### config.mk
export PLATFORM = sky130hd
export DESIGN_NAME = sbg_cell
export DESIGN_NICKNAME = d
export VERILOG_FILES = /design/src/hw/rtl/sbg_pkg.sv /design/src/hw/rtl/sbg_cell.sv
export SDC_FILE = /design/constraint.sdc
export NUM_CORES = 1
export LEC_CHECK = 0
export ABC_AREA = 1
export BUFFER_PORTS_ARGS = -buffer_cell sky130_fd_sc_hd__buf_2
export CORE_UTILIZATION = 54
export DETAILED_ROUTE_END_ITERATION = 10
export HOLD_SLACK_MARGIN = 0.1
export PLACE_DENSITY = 0.94
export SYNTH_ARGS = -nofsm -noshare
export SYNTH_HDL_FRONTEND = slang
export SYNTH_SLANG_ARGS = --single-unit
### constraint.sdc
create_clock -name i_clk -period 6.1 [get_ports i_clk]
set_clock_uncertainty 0.15 [all_clocks]
set_input_delay 0.61 -clock i_clk [delete_from_list [all_inputs] [get_ports i_clk]]
set_output_delay 0.61 -clock i_clk [all_outputs]
set_load 0.1 [all_outputs]
### src/hw/rtl/sbg_pkg.sv
// shared types, constants and key compare functions of the glyph batch sorter
`default_nettype none

package sbg_pkg;

    // vertices written per glyph
    localparam logic [8:0] VERTS_PER_GLYPH = 9'd6;

    // sort mode register codes, code 3 sorts as texture ascending
    typedef enum logic [1:0] {
        MODE_DEPTH_ASC  = 2'd0,
        MODE_DEPTH_DESC = 2'd1,
        MODE_TEX_ASC    = 2'd2
    } t_sort_mode;

    localparam t_sort_mode SORT_MODE_RESET = MODE_TEX_ASC;

    // control states of the top level
    typedef enum logic [1:0] {
        ST_LOAD,
        ST_SORT,
        ST_EMIT
    } t_state;

    // what every cell of the row does in a cycle
    typedef enum logic [1:0] {
        OP_HOLD,
        OP_LOAD,
        OP_SORT,
        OP_EMIT
    } t_cell_op;

    typedef struct packed {
        t_cell_op   op;
        t_sort_mode mode;
    } t_cell_cmd;

    // sort keys of one glyph
    typedef struct packed {
        logic [31:0]        tex;
        logic signed [31:0] depth;
    } t_glyph_key;

    // strict key order under a mode
    function automatic logic key_less(input t_glyph_key a, input t_glyph_key b,
                                      input t_sort_mode mode);
        logic res;
        case (mode)
            MODE_DEPTH_ASC:  res = (a.depth < b.depth);
            MODE_DEPTH_DESC: res = (a.depth > b.depth);
            default:         res = (a.tex < b.tex);
        endcase
        return res;
    endfunction

    // key equality under a mode
    function automatic logic key_equal(input t_glyph_key a, input t_glyph_key b,
                                       input t_sort_mode mode);
        logic res;
        case (mode)
            MODE_DEPTH_ASC:  res = (a.depth == b.depth);
            MODE_DEPTH_DESC: res = (a.depth == b.depth);
            default:         res = (a.tex == b.tex);
        endcase
        return res;
    endfunction

endpackage

`default_nettype wire

### src/hw/rtl/sbg_cell.sv
// one cell of the glyph row: holds a glyph, shifts, and compare-exchanges with its right neighbor
`default_nettype none

module sbg_cell import sbg_pkg::*; #(
    parameter int SLOT_W = 6
) (
    input  wire logic              i_clk,
    input  wire logic              i_rst_n,
    input  wire t_cell_cmd         i_cmd,
    input  wire logic              i_pair_lo,
    input  wire logic              i_left_valid,
    input  wire t_glyph_key        i_left_key,
    input  wire logic [SLOT_W-1:0] i_left_slot,
    input  wire logic              i_swap_left,
    input  wire logic              i_right_valid,
    input  wire t_glyph_key        i_right_key,
    input  wire logic [SLOT_W-1:0] i_right_slot,
    output logic                   o_valid,
    output t_glyph_key             o_key,
    output logic [SLOT_W-1:0]      o_slot,
    output logic                   o_swap
);

    logic              r_valid;
    t_glyph_key        r_key;
    logic [SLOT_W-1:0] r_slot;
    logic              n_valid;
    t_glyph_key        n_key;
    logic [SLOT_W-1:0] n_slot;
    logic              w_right_first;

    // right glyph goes before this one: key order, load slot breaks ties
    always_comb begin
        w_right_first = key_less(i_right_key, r_key, i_cmd.mode) ||
                        (key_equal(i_right_key, r_key, i_cmd.mode) &&
                         (i_right_slot < r_slot));
    end

    assign o_swap = (i_cmd.op == OP_SORT) && i_pair_lo && r_valid && i_right_valid &&
                    w_right_first;

    // next cell contents
    always_comb begin
        n_valid = r_valid;
        n_key   = r_key;
        n_slot  = r_slot;
        case (i_cmd.op)
            OP_LOAD: begin
                n_valid = i_left_valid;
                n_key   = i_left_key;
                n_slot  = i_left_slot;
            end
            OP_SORT: begin
                if (o_swap) begin
                    n_key  = i_right_key;
                    n_slot = i_right_slot;
                end else if (i_swap_left) begin
                    n_key  = i_left_key;
                    n_slot = i_left_slot;
                end
            end
            OP_EMIT: begin
                n_valid = i_right_valid;
                n_key   = i_right_key;
                n_slot  = i_right_slot;
            end
            default: begin
                n_valid = r_valid;
            end
        endcase
    end

    // valid flag is control, glyph data is payload
    always_ff @(posedge i_clk) begin
        if (!i_rst_n) begin
            r_valid <= 1'b0;
        end else begin
            r_valid <= n_valid;
        end
    end

    always_ff @(posedge i_clk) begin
        r_key  <= n_key;
        r_slot <= n_slot;
    end

    assign o_valid = r_valid;
    assign o_key   = r_key;
    assign o_slot  = r_slot;

endmodule

`default_nettype wire

==> metrics.txt <==
R2R Path Start=o_key[31]$_DFFE_PP_; full die area=15200 µm²; Post-CTS Hold Fix Bufs=0; postcts setup bufs=0; Starting Density=56.4%; crit path max fanout=45; CP endpoint kind=primary output; Peak VDD IR=~140 µV; crit-path cells=inv_1 > ha_1 > nand2_1 > nor2_2 > nand2_2 > nor3b_2 > nand3_1 > a21oi_1 > a21oi_1 > nand3_4 > nand2_8 > inv_2 > buf_2; num ports=222; initial antenna violation count=0; Slew Limit Fails=0; multi-input logic area=4320 µm²; clock slew at reported path FFs=0.06 ns; CTS Buf Count=9; Worst R2R Path Depth=16; Fillers=1173; Initial DRT Pass Iterations=5; n_diodes=0; crit-path max cell delay=0.43 ns; DIE WIDTH=123 µm; fin crit share=65.2%; flop-to-flop setup slack=2.31 ns; Least-Margin Pin Slew=0.878 ns; Die Y=123 µm; layout cells sized above 1=about two fifths; DR vias/cell=about 5.3; worst path bufs/invs=3; first-pass GRT wire length=33000 µm; dpl hpwl=15200 µm; total power=2.23 mW; Crit-path slowest cell=buf_2; max cap viols=0; iteration-0 DRC count of the detailed router=approximately 570; mapped cell area=7950 µm²; CTS resizes=0; DR DRC count=0; Clock Tree Buf Depth=2; Mapped Nets=about 1200; vias in the first global route=7200; post-synth cell types=33; power per cell area=241 nW/µm²; WP data arrival=around 3.2 ns; number of cells on the critical path=13; Setup TNS=0 ns; GRT Overall Usage=28.0%; aggregate global routing overflow=0; Final min period=3.98 ns; outcome=finished clean; H-tree Lvls=3; Synth Instances=roughly 1000; Worst Setup Start Kind=flop; Clock Root Buffer=clkbuf_16; critical path class=flop to primary output; Rel. slew slack=41.5%; Reg area=2120 µm²; crit path from=o_key[31]$_DFFE_PP_; Hold Crit Start=i_rst_n; largest net degree at the start of global routing=75; Core Rows=43; final setup fails=0; r2r endpoint=o_key[57]$_DFFE_PP_; Syn. warnings=0; WL final=20800 µm; CTS tree=built; HP Class=input port to flop; Crit path top cell by count=a21oi_1; Synth Area per Inst=7.97 µm²; Synth-to-Final Area Change=16.4%; core area=14100 µm²; post-synthesis sequential area ratio=26.7%; Routability Congestion=0.848; flops & latches, synth=71; final hold vios=0; RSZ-0062 raised after global routing=no; Skew-Pair Late Insertion Delay=0.34 ns; Post-DRT Antenna Nets=0; largest delay contributor family on the critical path=simple AND/OR/NAND/NOR gates; Port Buffer Count=221; WP data required=5.34 ns; clk sinks=71; via count=7336; LEAKAGE=5.02 nW; Routed wire per std cell=15.1 µm; fmax=approximately 250 MHz; fin nets=1413; Setup crit end=o_swap
-- final cells by class --
cell class,instances,share of cell area [%]
Clock buffer,15,2.90
Clock inverter,1,0.0541
Inverter,303,12.3
Multi-Input combinational cell,580,46.7
Sequential cell,71,22.9
Tap cell,180,2.44
Timing Repair Buffer,229,12.6
-- Yosys cell counts --
master         count  share of area, %
inv_1            294                14
nor2_2             2              0.16
nand3_1           78               4.9
o21a_2             1              0.11
o21ai_0            5              0.31
o211ai_1           2              0.19
dfxtp_1            1              0.25
nand3_4            1              0.22
a21o_1             1             0.095
inv_2              9              0.43
o21bai_1           2              0.19
a21oi_1           33               2.1
nand2_4           68               9.6
buf_2              8              0.50
nand3_2           68               8.6
nand2_1           83               3.9
clkbuf_8           7               1.2
nand2_8            1              0.25
nand2_2           64               5.0
edfxtp_1          70                26
nand4_1            5              0.39
nor3_1             1             0.063
ha_1              69                11
clkbuf_1          16              0.76
buf_12             7               1.8
a211oi_1           1             0.095
a31oi_2            1              0.16
nor3b_2            1              0.16
o21a_1             3              0.28
nor2_1            18              0.85
o22ai_1           70               5.5
dlygate4sd1_1      5              0.55
o21ai_1            2              0.13
-- power breakdown --
group          internal, mW  total [mW]  switching, mW
sequential            0.617       0.654         0.0373
combinational         0.247        1.07          0.826
clock                 0.298       0.504          0.206
total                  1.16        2.23           1.07
-- worst min-delay path by stage --
stage | to | slack, ns | cells past startpoint
global placement | o_valid$_SDFFE_PN0P_ | 0.39 | 2
CTS | o_valid$_SDFFE_PN0P_ | 0.34 | 3
global route | o_valid$_SDFFE_PN0P_ | 0.36 | 3
detailed placement | o_valid$_SDFFE_PN0P_ | 0.39 | 2
finish | o_valid$_SDFFE_PN0P_ | 0.35 | 3
floorplan | o_valid$_SDFFE_PN0P_ | 0.59 | 2
-- per-layer routing --
layer	part of all wire [%]	global-route usage (%)	wire length, µm
met4	2.5	12.7	511
met1	39	33.0	8160
met5	0	0	0
met2	50	49.6	10400
met3	8.2	4.66	1700
-- worst register-to-register path: cells and delay by family (launching register included) --
family	cells	cell delay (ns)
and+or+nand+nor	13	1.88
DFF	1	0.35
adders and majority gates	1	0.35
buffers and inverters	2	0.82
-- through the flow --
step | instances | util [%] | area, µm² | hold WS, ns | worst slack [ns]
final | 1379 | 65.6 | 9250 | 0.349 | 2.12
after global routing | 1379 | 65.6 | 9250 | 0.364 | 1.92
after CTS | 1379 | 65.6 | 9250 | 0.340 | 2.06
after detailed placement | 1363 | 63.7 | 8970 | 0.395 | 1.89
after global placement | 1363 | 63.7 | 8970 | 0.393 | 1.96
after floorplan | 997 | - | 7950 | 0.593 | 0.909
-- logic make-up after synthesis --
kind of cell / share of synthesized area [%]
AO/OA/AOI/OAI: 9.15
AND/OR/NAND/NOR: 34.2
buffers and inverters: 19.1
adder cells (fa/ha/maj): 10.9
flip-flops: 26.7
-- state kept, by name, summed over array words and instances (netlist names) --
register  cells
o_valid       1
o_slot        6
o_key        64
-- cells in the final DEF (no fill, tap or decap), drive strengths merged, types with 2 or more instances in the layout --
master,netlist,routed
ha,69,69
inv,303,303
nor2,20,20
clkbuf,23,15
o22ai,70,70
o211ai,2,2
o21bai,2,2
edfxtp,70,70
nand2,216,216
o21a,4,4
buf,15,229
nand3,147,147
nand4,5,5
o21ai,7,7
a21oi,33,33
No activity file was read; power rests on OpenSTA's default activity.
